<file path="config.mk">
export PLATFORM = sky130hd
export DESIGN_NAME = video_register_interface
export DESIGN_NICKNAME = d
export VERILOG_FILES = /design/src/rtl/vri_pkg.sv /design/src/rtl/video_register_interface.sv /design/src/rtl/vri_sprite_mem.sv /design/src/rtl/vri_palette.sv
export SDC_FILE = /design/constraint.sdc
export NUM_CORES = 2
export LEC_CHECK = 0
export BUFFER_PORTS_ARGS = -buffer_cell sky130_fd_sc_hd__buf_2
export CORE_AREA = 3 3 486 488
export CTS_CLUSTER_SIZE = 12
export DETAILED_ROUTE_END_ITERATION = 10
export DIE_AREA = 0 0 489 491
export HOLD_SLACK_MARGIN = 0.1
export PLACE_DENSITY = 0.56
export SKIP_LAST_GASP = 1
export SYNTH_ARGS = -nofsm -noshare
export SYNTH_HDL_FRONTEND = slang
export SYNTH_SLANG_ARGS = --single-unit
</file>
<file path="constraint.sdc">
create_clock -name clk -period 7.6 [get_ports clk]
set_input_delay 1.52 -clock clk [delete_from_list [all_inputs] [get_ports clk]]
set_output_delay 1.52 -clock clk [all_outputs]
set_load 0.03 [all_outputs]
</file>
<file path="src/rtl/vri_pkg.sv">
`default_nettype none

package vri_pkg;

  // Storage sizes
  localparam int SPRITE_MEM_DEPTH = 256;
  localparam int PALETTE_DEPTH    = 32;
  localparam int SPR_AW           = $clog2(SPRITE_MEM_DEPTH);
  localparam int PAL_AW           = $clog2(PALETTE_DEPTH);

  // Event kinds
  localparam logic [1:0] OP_READ  = 2'd0;
  localparam logic [1:0] OP_WRITE = 2'd1;
  localparam logic [1:0] OP_SET   = 2'd2;
  localparam logic [1:0] OP_CLEAR = 2'd3;

  // Register numbers
  localparam logic [2:0] REG_CTRL     = 3'd0;
  localparam logic [2:0] REG_MASK     = 3'd1;
  localparam logic [2:0] REG_STATUS   = 3'd2;
  localparam logic [2:0] REG_OAM_ADDR = 3'd3;
  localparam logic [2:0] REG_OAM_DATA = 3'd4;
  localparam logic [2:0] REG_SCROLL   = 3'd5;
  localparam logic [2:0] REG_ADDR     = 3'd6;
  localparam logic [2:0] REG_DATA     = 3'd7;

  // External bus request codes
  localparam logic [1:0] BUS_NONE  = 2'd0;
  localparam logic [1:0] BUS_READ  = 2'd1;
  localparam logic [1:0] BUS_WRITE = 2'd2;

  // Sprite memory access
  typedef struct packed {
    logic              wr;
    logic              rd;
    logic [SPR_AW-1:0] addr;
    logic [7:0]        wdata;
  } spr_req_t;

  // Palette memory access
  typedef struct packed {
    logic              wr;
    logic [PAL_AW-1:0] index;
    logic [7:0]        wdata;
  } pal_req_t;

  // Palette entry for a data-port address; backdrop entries of the upper
  // half alias those of the lower half
  function automatic logic [PAL_AW-1:0] pal_slot(input logic [13:0] a);
    logic [4:0] i;
    i = a[4:0];
    if ((i & 5'h13) == 5'h10) begin
      i = i & 5'h0F;
    end
    return i[PAL_AW-1:0];
  endfunction

endpackage

`default_nettype wire

</file>
<file path="src/rtl/video_register_interface.sv">
// Processor-side register file of a tile video processor.
// Input channel s_axis: one event per transfer; tuser carries the event kind
// and register number, tdata the written byte, the captured bus byte and
// the status flag bits for set/clear events.
// Output channel m_axis: one result per event, holding the open-bus byte,
// any external memory request (kind, 14-bit address, write byte), the
// interrupt line and the control, mask, scroll and fine X state after it.
// Latency: the result is valid in the cycle after the input transfer.
// Throughput: one event per cycle while the result is not held; all state
// updates happen on the input transfer, sprite memory reads come from a
// registered port and feed the next event by forwarding.
// The output register stalls the input only while its result is held:
// s_axis_tready is low when m_axis_tvalid is high and m_axis_tready is low.
// Reset clears the state registers, the palette and the sprite memory marks,
// not the bus request fields; the block takes events once reset is released.
`default_nettype none

module video_register_interface
  import vri_pkg::*;
(
  input  wire logic        clk,
  input  wire logic        rst,
  input  wire logic        s_axis_tvalid,
  output logic             s_axis_tready,
  // write_data [7:0], bus_data [15:8], flag_bits [18:16], zero pad
  input  wire logic [23:0] s_axis_tdata,
  // op [1:0], reg_index [4:2]
  input  wire logic [4:0]  s_axis_tuser,
  output logic             m_axis_tvalid,
  input  wire logic        m_axis_tready,
  // read_data [7:0], bus_request [9:8], bus_address [23:10],
  // bus_write_value [31:24], nmi_out [32], control_value [40:33],
  // mask_value [48:41], current_scroll [63:49], temp_scroll [78:64],
  // fine_x_out [81:79], zero pad
  output logic [87:0]      m_axis_tdata
);

  // Input fields
  logic [1:0] op;
  logic [2:0] reg_index;
  logic [7:0] write_data;
  logic [7:0] bus_data;
  logic [2:0] flag_bits;
  logic       accept;

  assign op         = s_axis_tuser[1:0];
  assign reg_index  = s_axis_tuser[4:2];
  assign write_data = s_axis_tdata[7:0];
  assign bus_data   = s_axis_tdata[15:8];
  assign flag_bits  = s_axis_tdata[18:16];

  assign s_axis_tready = !m_axis_tvalid || m_axis_tready;
  assign accept        = s_axis_tvalid && s_axis_tready;

  // Architectural state
  logic [7:0]        control_reg, control_reg_next;
  logic [7:0]        mask_reg, mask_reg_next;
  logic [2:0]        status_flags, status_flags_next;
  logic              write_toggle, write_toggle_next;
  logic [7:0]        last_value, last_value_next;
  logic              last_from_sprite, last_from_sprite_next;
  logic [14:0]       current_addr, current_addr_next;
  logic [14:0]       temporary_addr, temporary_addr_next;
  logic [2:0]        fine_x, fine_x_next;
  logic [SPR_AW-1:0] sprite_mem_addr, sprite_mem_addr_next;

  // Result register
  logic [1:0]  bus_request, bus_request_next;
  logic [13:0] bus_address, bus_address_next;
  logic [7:0]  bus_write_value, bus_write_value_next;

  spr_req_t   spr_req;
  pal_req_t   pal_req;
  logic [7:0] spr_rdata;
  logic [7:0] pal_rdata;

  vri_sprite_mem u_sprite_mem (
    .clk   (clk),
    .rst   (rst),
    .req   (spr_req),
    .rdata (spr_rdata)
  );

  vri_palette u_palette (
    .clk   (clk),
    .rst   (rst),
    .req   (pal_req),
    .rdata (pal_rdata)
  );

  // Open-bus byte, forwarded from sprite memory after a sprite data read
  logic [7:0]  open_bus;
  logic [13:0] data_addr;
  logic        data_is_pal;
  logic [13:0] data_addr_stepped;

  assign open_bus          = last_from_sprite ? spr_rdata : last_value;
  assign data_addr         = current_addr[13:0];
  assign data_is_pal       = (data_addr[13:8] == 6'h3F);
  assign data_addr_stepped = data_addr + (control_reg[2] ? 14'd32 : 14'd1);

  // Event decode
  always_comb begin
    control_reg_next      = control_reg;
    mask_reg_next         = mask_reg;
    status_flags_next     = status_flags;
    write_toggle_next     = write_toggle;
    last_value_next       = open_bus;
    last_from_sprite_next = 1'b0;
    current_addr_next     = current_addr;
    temporary_addr_next   = temporary_addr;
    fine_x_next           = fine_x;
    sprite_mem_addr_next  = sprite_mem_addr;
    bus_request_next      = BUS_NONE;
    bus_address_next      = 14'd0;
    bus_write_value_next  = 8'h00;
    spr_req.wr            = 1'b0;
    spr_req.rd            = 1'b0;
    spr_req.addr          = sprite_mem_addr;
    spr_req.wdata         = write_data;
    pal_req.wr            = 1'b0;
    pal_req.index         = pal_slot(data_addr);
    pal_req.wdata         = write_data;

    unique case (op)
      OP_SET: begin
        status_flags_next = status_flags | flag_bits;
      end
      OP_CLEAR: begin
        status_flags_next = status_flags & ~flag_bits;
      end
      OP_WRITE: begin
        last_value_next = write_data;
        unique case (reg_index)
          REG_CTRL: begin
            control_reg_next            = write_data;
            temporary_addr_next[11:10]  = write_data[1:0];
          end
          REG_MASK: begin
            mask_reg_next = write_data;
          end
          REG_OAM_ADDR: begin
            sprite_mem_addr_next = write_data[SPR_AW-1:0];
          end
          REG_OAM_DATA: begin
            spr_req.wr           = accept;
            sprite_mem_addr_next = sprite_mem_addr + SPR_AW'(1);
          end
          REG_SCROLL: begin
            if (!write_toggle) begin
              fine_x_next              = write_data[2:0];
              temporary_addr_next[4:0] = write_data[7:3];
            end else begin
              temporary_addr_next[14:12] = write_data[2:0];
              temporary_addr_next[9:5]   = write_data[7:3];
            end
            write_toggle_next = !write_toggle;
          end
          REG_ADDR: begin
            if (!write_toggle) begin
              temporary_addr_next = {1'b0, write_data[5:0], temporary_addr[7:0]};
            end else begin
              temporary_addr_next = {temporary_addr[14:8], write_data};
              current_addr_next   = {temporary_addr[14:8], write_data};
            end
            write_toggle_next = !write_toggle;
          end
          REG_DATA: begin
            if (data_is_pal) begin
              pal_req.wr = accept;
            end else begin
              bus_request_next     = BUS_WRITE;
              bus_address_next     = data_addr;
              bus_write_value_next = write_data;
            end
            current_addr_next = {current_addr[14], data_addr_stepped};
          end
          default: begin
          end
        endcase
      end
      default: begin
        // register read
        unique case (reg_index)
          REG_STATUS: begin
            last_value_next   = {status_flags, open_bus[4:0]};
            status_flags_next = {1'b0, status_flags[1:0]};
            write_toggle_next = 1'b0;
          end
          REG_OAM_DATA: begin
            spr_req.rd            = accept;
            last_from_sprite_next = 1'b1;
          end
          REG_DATA: begin
            if (data_is_pal) begin
              last_value_next = pal_rdata & (mask_reg[0] ? 8'h30 : 8'hFF);
            end else begin
              bus_request_next = BUS_READ;
              bus_address_next = data_addr;
              last_value_next  = bus_data;
            end
            current_addr_next = {current_addr[14], data_addr_stepped};
          end
          default: begin
          end
        endcase
      end
    endcase
  end

  // State and result update on each input transfer
  always_ff @(posedge clk) begin
    if (rst) begin
      control_reg      <= 8'h00;
      mask_reg         <= 8'h00;
      status_flags     <= 3'b000;
      write_toggle     <= 1'b0;
      last_value       <= 8'h00;
      last_from_sprite <= 1'b0;
      current_addr     <= 15'd0;
      temporary_addr   <= 15'd0;
      fine_x           <= 3'd0;
      sprite_mem_addr  <= '0;
      m_axis_tvalid    <= 1'b0;
    end else begin
      if (accept) begin
        control_reg      <= control_reg_next;
        mask_reg         <= mask_reg_next;
        status_flags     <= status_flags_next;
        write_toggle     <= write_toggle_next;
        last_value       <= last_value_next;
        last_from_sprite <= last_from_sprite_next;
        current_addr     <= current_addr_next;
        temporary_addr   <= temporary_addr_next;
        fine_x           <= fine_x_next;
        sprite_mem_addr  <= sprite_mem_addr_next;
        m_axis_tvalid    <= 1'b1;
      end else if (m_axis_tready) begin
        m_axis_tvalid <= 1'b0;
      end
    end
  end

  // Bus request fields of the held result
  always_ff @(posedge clk) begin
    if (accept) begin
      bus_request     <= bus_request_next;
      bus_address     <= bus_address_next;
      bus_write_value <= bus_write_value_next;
    end
  end

  // Result packing; state fields reflect the last accepted event
  logic nmi;
  assign nmi = status_flags[2] && control_reg[7];

  assign m_axis_tdata = {6'd0, fine_x, temporary_addr, current_addr, mask_reg,
                         control_reg, nmi, bus_write_value, bus_address,
                         bus_request, open_bus};

  // Checks
  a_status_read_clears : assert property (@(posedge clk) disable iff (rst)
    accept && op == OP_READ && reg_index == REG_STATUS
    |=> !status_flags[2] && !write_toggle)
    else $error("status read did not clear vblank and toggle");

  a_result_follows : assert property (@(posedge clk) disable iff (rst)
    accept |=> m_axis_tvalid)
    else $error("no result after transfer");

  a_bus_code : assert property (@(posedge clk) disable iff (rst)
    m_axis_tvalid |-> (bus_request == BUS_NONE || bus_request == BUS_READ ||
                       bus_request == BUS_WRITE))
    else $error("illegal bus request code");

  a_data_step_keeps_top : assert property (@(posedge clk) disable iff (rst)
    accept && reg_index == REG_DATA && (op == OP_READ || op == OP_WRITE)
    |=> current_addr[14] == $past(current_addr[14]))
    else $error("data port step changed address bit 14");

endmodule

`default_nettype wire

</file>
<file path="src/rtl/vri_sprite_mem.sv">
`default_nettype none

module vri_sprite_mem
  import vri_pkg::*;
(
  input  wire logic       clk,
  input  wire logic       rst,
  input  wire spr_req_t   req,
  output logic [7:0]      rdata
);

  logic [7:0]                  mem [SPRITE_MEM_DEPTH];
  logic [SPRITE_MEM_DEPTH-1:0] valid;
  logic [7:0]                  rdata_q;
  logic                        valid_q;

  // Storage array, registered read port
  always_ff @(posedge clk) begin
    if (req.wr) begin
      mem[req.addr] <= req.wdata;
    end
    if (req.rd) begin
      rdata_q <= mem[req.addr];
    end
  end

  // Written-entry marks; an unwritten entry reads as zero
  always_ff @(posedge clk) begin
    if (rst) begin
      valid   <= '0;
      valid_q <= 1'b0;
    end else begin
      if (req.wr) begin
        valid[req.addr] <= 1'b1;
      end
      if (req.rd) begin
        valid_q <= valid[req.addr];
      end
    end
  end

  assign rdata = valid_q ? rdata_q : 8'h00;

endmodule

`default_nettype wire

</file>
<file path="src/rtl/vri_palette.sv">
`default_nettype none

module vri_palette
  import vri_pkg::*;
(
  input  wire logic       clk,
  input  wire logic       rst,
  input  wire pal_req_t   req,
  output logic [7:0]      rdata
);

  logic [7:0] entries [PALETTE_DEPTH];

  // Small register file, cleared by reset
  always_ff @(posedge clk) begin
    if (rst) begin
      for (int i = 0; i < PALETTE_DEPTH; i++) begin
        entries[i] <= 8'h00;
      end
    end else if (req.wr) begin
      entries[req.index] <= req.wdata;
    end
  end

  assign rdata = entries[req.index];

endmodule

`default_nettype wire
</file>
**Yosys cells after proc, flatten, opt, wreduce, memory -nomap -nowiden**

Memory sizes are Yosys's and may differ from the RTL's. A register that Yosys moved wholly into a read port is not among the register bits.
Cells that the tools add are included.

- Bits in registers: 352
- Bits in writable memories: 2304
- ROM bits: 0
- Memories kept: 2
- Bits in latches: 0
- Word-level logic and storage cells: 143
- Output and inout bits: 90
- Input port bits: 33

Memory list:

| name | depth | width | read ports | clocked after memory_dff | write ports | line | RTL |
|---|---|---|---|---|---|---|---|
| u_sprite_mem.mem | 256 | 8 | 1 | 1 | 1 | vri_sprite_mem.sv:12 | `logic [7:0] mem [SPRITE_MEM_DEPTH];` |
| u_palette.entries | 32 | 8 | 1 | 0 | 32 | vri_palette.sv:12 | `logic [7:0] entries [PALETTE_DEPTH];` |

- Multiplexer cells: 54
- Reduce and logical (&&, ||, !) cells: 35
- Multiply operators: 0
- Bitwise gates (word level): 9
- Equality and inequality tests: 18
- $lt $le $gt $ge: 2
- Shifts and indexed selects: 0
- Divide/modulo/power cells: 0
- Add/sub/neg operators: 2

Operator list:

| operator | number |
|---|---|
| $or A256 B256 Y256 | 1 |
| $pmux W15 S2 | 2 |
| $pmux W8 S2 | 3 |
| $mux W8 | 5 |
| $mux W15 | 2 |
| $mux W1 | 24 |
| $mux W5 | 4 |
| $pmux W10 S2 | 1 |
| $reduce_and A5 Y1 | 4 |
| $reduce_bool A2 Y1 | 8 |
| $eq A3 B3 Y1 const B | 5 |
| $reduce_and A3 Y1 | 5 |
| $add A14 B6 Y14 | 1 |
| $mux W14 | 1 |
| $reduce_and A4 Y1 | 3 |
| $ne A2 B2 Y1 const B | 5 |
| $lt A8 B9 Y1 const B | 1 |
| $pmux W3 S3 | 1 |
| $add A8 B1 Y8 const B | 1 |
| $and A8 B8 Y8 | 1 |
| $bmux W1 S8 | 1 |
| $demux W1 S8 | 1 |
| $ge A8 B1 Y1 const B | 1 |
| $pmux W2 S2 | 2 |
| other kinds (25) | 37 |

**Longest topological paths before layout**

- Word-level depth: 11
- Mapped depth: 13
- Depth with buffers taken out: 9

**Modules after synthesis**

Synthesis repeated with hierarchy kept, for this count alone.

- Cells, all modules: 5874
- Area total of the unflattened synthesis: 105844.0 sq um

Modules (own cells, without submodules):

| module | area each (sq um) | cells each | sequential area each (sq um) | instances |
|---|---|---|---|---|
| vri_sprite_mem | 88836.5 | 4432 | 66884.1 | 1 |
| vri_palette | 12052.8 | 885 | 7687.4 | 1 |
| video_register_interface | 4954.8 | 557 | 2142.1 | 1 |

**Worst setup path after synthesis**

OpenSTA, ideal clock, no wires.

- Path type: input to register
- Start point: input s_axis_tuser[2]
- End point: memory u_sprite_mem.mem[192][0], enable pin
- Setup time: 0.370 ns
- Path slack: 3.624 ns
- Buffers on the path: 2
- Cell stages on the path: 8
- Data required time: 7.230 ns
- Data arrival time: 3.605 ns
- Path through: or3b_1 > clkbuf_1 > a2111oi_4 > nand2_1 > nor2_1 > nand2_1 > clkbuf_1 > nor2_1

- Cells in the longest elaborated chain, start to end: 5

RTL lines:

| element | line | RTL |
|---|---|---|
| start: declaration | video_register_interface.sv:28 | `input wire logic [4:0] s_axis_tuser,` |
| $eq A3 B3 Y1 | video_register_interface.sv:134 | `unique case (reg_index)` |
| $mux W1 | video_register_interface.sv:134 |  |
| $mux W1 | video_register_interface.sv:125 | `unique case (op)` |
| $mux W1 | vri_sprite_mem.sv:19 | `if (req.wr) begin` |
| $mux W1 (implied by the code) | vri_sprite_mem.sv:20 | `mem[req.addr] <= req.wdata;` |
| end: declaration | vri_sprite_mem.sv:12 |  |

Every way passes these cells.

==> impl_metrics.csv <==
group,metric,value,unit
placement,detailedPlacementHpwl,175000,um
global_route,global_route.usage.total,23.7,%
critical_path,critical_path_buf_inv_count,1,
timing,setup_tns,0,ps
timing,timing.final.hold_violations,0,
critical_path,cp.required,8190,ps
timing,final_setup_fails,0,
critical_path,critical_path.reg2reg.endpoint,"u_sprite_mem.rdata_q[6]",
timing,worst-slew-pin-transition,1220,ps
status,outcome,"finished clean",
synth,synth_mux_area_share,16.4,%
clock_tree,clkSlewWorstSetupHoldPaths,60,ps
global_route,wire_length_of_the_first_global_routing_pass,407000,um
pwr,design_power_total,30.2,mW
synth,yosysWarningCount,0,
timing,report.final.slew_viol_count,0,
pwr,cellPowerDensity,257,nW/um^2
final_layout,layout.core_utilization,50.6,%
floorplanning,io-pin-count,123,
clock_tree,cts-root-buf,"clkbuf_16",
clock_tree,cts_setup_buffers,0,
critical_path,timing.critical_path.to_type,"flip-flop",
clock_tree,ctsLongestPathBuffers,4,
timing,grt_setup_unrepaired,"false",
final_layout,final_layout_size_suffix_gt1_share,23.6,%
final_layout,count_of_nets_after_finishing,5900,
critical_path,criticalPathCategory,"reg -> reg",
synth,synth-edff-count,2304,
hold_path,timing.hold.worst.class,"reg -> reg",
critical_path,critical_path.endpoint,"u_sprite_mem.rdata_q[6]",
final_layout,reg_top3,"u_sprite_mem.mem: 2048 flops, u_sprite_mem.valid: 256 flops, u_palette.entries: 224 flops",
critical_path,critical_path.cell_chain,"buf_12 > mux4_2 > mux2i_1 > o22ai_1 > nor4_1 > nand4_1 > or3_1",
synth,yosys_register_bits,2632,
critical_path,slowest_stage,"dfxtp_4",
synth,synth_area,104000,um^2
final_layout,final.fill_count,18919,
synth,post_synth_main_area_contributors,"edfxtp_1 (66%), mux4_2 (15%), dfxtp_1 (6.3%), nor2_1 (3.0%), and2_1 (1.6%)",
final_layout,areaGrowthSynthToFinish,12.7,%
global_route,antenna_found_initial,14,
critical_path,cpPeakStageDelay,900,ps
timing,whs,463,ps
clock_tree,max_h_tree_level,5,
placement,gp_congestion,0.888,
drt,dr_total_vias,54891,
critical_path,rr_startpoint,"sprite_mem_addr[0]",
synth,netlist.top_cell.by_area,"edfxtp_1",
clock_tree,clock_tree_from_tritoncts,"yes",
synth,yosys.cell_count.top_type,"edfxtp_1",
drt,drt_iter0_markers,5930,
critical_path,critical_path_arrival,5380,ps
synth,syn_avg_cell_area,18.3,um^2
drt,final_antenna_net_count,0,
clock_tree,tritoncts.num_buffers,299,
timing,max_clock_freq,209,MHz
pwr,static-leakage-power,37.0,nW
global_route,grt_start_max_net_pins,135,
placement,port_buffers,111,
synth,synth_compound_gate_area_share,2.76,%
synth,synth_simple_gate_area_share,6.29,%
drt,drt-wirelength-per-cell,31.1,um
timing,timing.final.crit_period,4790,ps
final_layout,number_of_flip_flops_under_the_largest_register_name,2048,
synth,yosysSeqAreaShare,72.7,%
global_route,grt_remaining_overflow,0,
floorplanning,fp-row-count,177,
synth,post_synth_inst_count,5697,
clock_tree,post_cts_resize_count,0,
synth,synth_cell_types,74,
floorplanning,die_x,489,um
critical_path,critPathMaxFanout,62,
synth,async_reset_ff_share,0,%
critical_path,worst-r2r-cell-count,7,
drt,drc_errors,0,
drt,finalWirelength,284000,um
clock_tree,cts.sink_count,2632,
placement,numPlacedInstances,8602,
synth,yosys.area.top_type_share,66.4,%
synth,synth_common_cells,"edfxtp_1 (2304), nor2_1 (821), mux4_2 (689), dfxtp_1 (328), and2_1 (264)",
final_layout,post_layout_nonfiller_instances,9135,
floorplanning,initial_utilization,44.8,%
global_route,first_global_vias,54550,
synth,synth_adder_area_share,0.0841,%
timing,max_slew_margin,18.5,%
clock_tree,later_pin_clock_latency_in_the_skew_report,950,ps
drt,drt-pass1-iter-count,9,
synth,synth_xor_area_share,0.0168,%
pwr,power.ir.vdd_worst,0.000186,V
final_layout,registers.top_by_ff_count,"u_sprite_mem.mem",
critical_path,reg2reg_setup_slack,2810,ps
timing,min_period_over_period,63.0,%
critical_path,cpLargestDelayFamily,"simple AND/OR/NAND/NOR gates",
flow_run,drv_cap,0,
critical_path,start_point_of_the_critical_path,"sprite_mem_addr[0]",
synth,ys_flop_type,"edfxtp_1",
floorplanning,die_area,240000,um^2
floorplanning,floorplan.die.height,491,um
timing,clock_tree_skew_after_final_layout,56.5,ps
critical_path,worst_setup_path_start_kind,"flip-flop",
floorplanning,design.core.area,232000,um^2
drt,viasPerCell,6.01,
clock_tree,count_of_hold_fix_buffers_inserted_at_cts,0,
synth,combinational_family_with_the_most_area_after_synthesis,"multiplexers",
critical_path,critical_path_cell_count,7,
[area by class of cell]
cell class | instances | area [um^2] | area share, %
Sequential cell | 2632 | 75800 | 64.5
Multi-Input combinational cell | 2682 | 26800 | 22.8
Clock buffer | 447 | 8490 | 7.23
Tap cell | 3043 | 3810 | 3.24
Timing Repair Buffer | 235 | 1810 | 1.54
Clock inverter | 76 | 681 | 0.580
Inverter | 10 | 45.0 | 0.0383
Antenna cell | 10 | 25.0 | 0.0213
[cell usage in the layout (no fill, tap or decap), types with 11 or more instances in the layout]
| master | Yosys | layout |
|---|---|---|
| a2111oi_0 | 11 | 11 |
| a211oi_1 | 36 | 36 |
| a21oi_1 | 75 | 75 |
| a221oi_1 | 12 | 12 |
| a22o_1 | 15 | 15 |
| a22oi_1 | 97 | 97 |
| a311oi_1 | 11 | 11 |
| and2_1 | 264 | 263 |
| and3_1 | 18 | 18 |
| buf_12 | 0 | 19 |
| buf_2 | 84 | 102 |
| buf_4 | 32 | 105 |
| bufinv_16 | 0 | 11 |
| clkbuf_1 | 212 | 108 |
| clkbuf_16 | 0 | 305 |
| clkbuf_8 | 0 | 32 |
| clkinv_1 | 0 | 31 |
| clkinv_2 | 0 | 23 |
| dfxtp_1 | 328 | 321 |
| edfxtp_1 | 2304 | 2304 |
| mux2_2 | 36 | 36 |
| mux2i_1 | 116 | 116 |
| mux4_2 | 689 | 689 |
| nand2_1 | 138 | 122 |
| nand2_2 | 0 | 16 |
| nand2b_1 | 14 | 14 |
| nand3_1 | 37 | 37 |
| nand4_1 | 17 | 17 |
| nor2_1 | 821 | 820 |
| nor2b_1 | 19 | 16 |
| nor3_1 | 18 | 15 |
| o21ai_0 | 20 | 20 |
| o21ba_2 | 14 | 14 |
| o22ai_1 | 37 | 37 |
| o32ai_1 | 11 | 11 |
| or2_2 | 31 | 31 |
[metal layers]
metal  up-vias  routed length, um  GRT usage [%]
li1      22949                  -              -
met5         -                 27              0
met2      2151             133000           36.2
met3       456              23700           5.81
met1     29331             120000           33.8
met4         4               8470           6.91
[tightest hold or removal path, delay by kind of cell (launching register included)]
family / cells / cell delay [ps]
flip-flops: 1 / 320
AND/OR/NAND/NOR: 2 / 110
[how the worst min path moves through the flow]
stage          slack (ps)                       to                    start  depth (start not counted)
2_1_floorplan         430  u_sprite_mem.valid[194]  u_sprite_mem.valid[194]                          2
3_3_place_gp          440  u_sprite_mem.valid[222]  u_sprite_mem.valid[222]                          2
3_5_place_dp          450   u_sprite_mem.valid[90]   u_sprite_mem.valid[90]                          2
4_1_cts               470   u_sprite_mem.valid[90]   u_sprite_mem.valid[90]                          2
5_1_grt               490   u_sprite_mem.valid[50]   u_sprite_mem.valid[50]                          2
6_report              460   u_sprite_mem.valid[54]   u_sprite_mem.valid[54]                          2
[power by group]
part,switching (mW),internal [mW],leakage (nW)
registers,0.0320,15.8,23.5
clock network,5.54,8.07,4.48
logic,0.599,0.224,9.08
total,6.17,24.1,37.0
[through the flow]
stage	setup slack [ps]	area [um^2]
after detailed placement	2050	108000
after global routing	2720	117000
final	2810	117000
after CTS	2870	117000
after floorplan	3620	104000
after global placement	2190	108000
[cells by family (layout without fill, tap and decap cells)]
group | after synthesis | count (layout)
compound gates | 400 | 400
buf+inv | 388 | 768
xor+xnor | 2 | 2
flops | 2632 | 2632
mux | 841 | 841
other cells | 1 | 16
simple gates | 1426 | 1426
fa+ha+maj | 7 | 7
(Power assumes the default switching activity.)
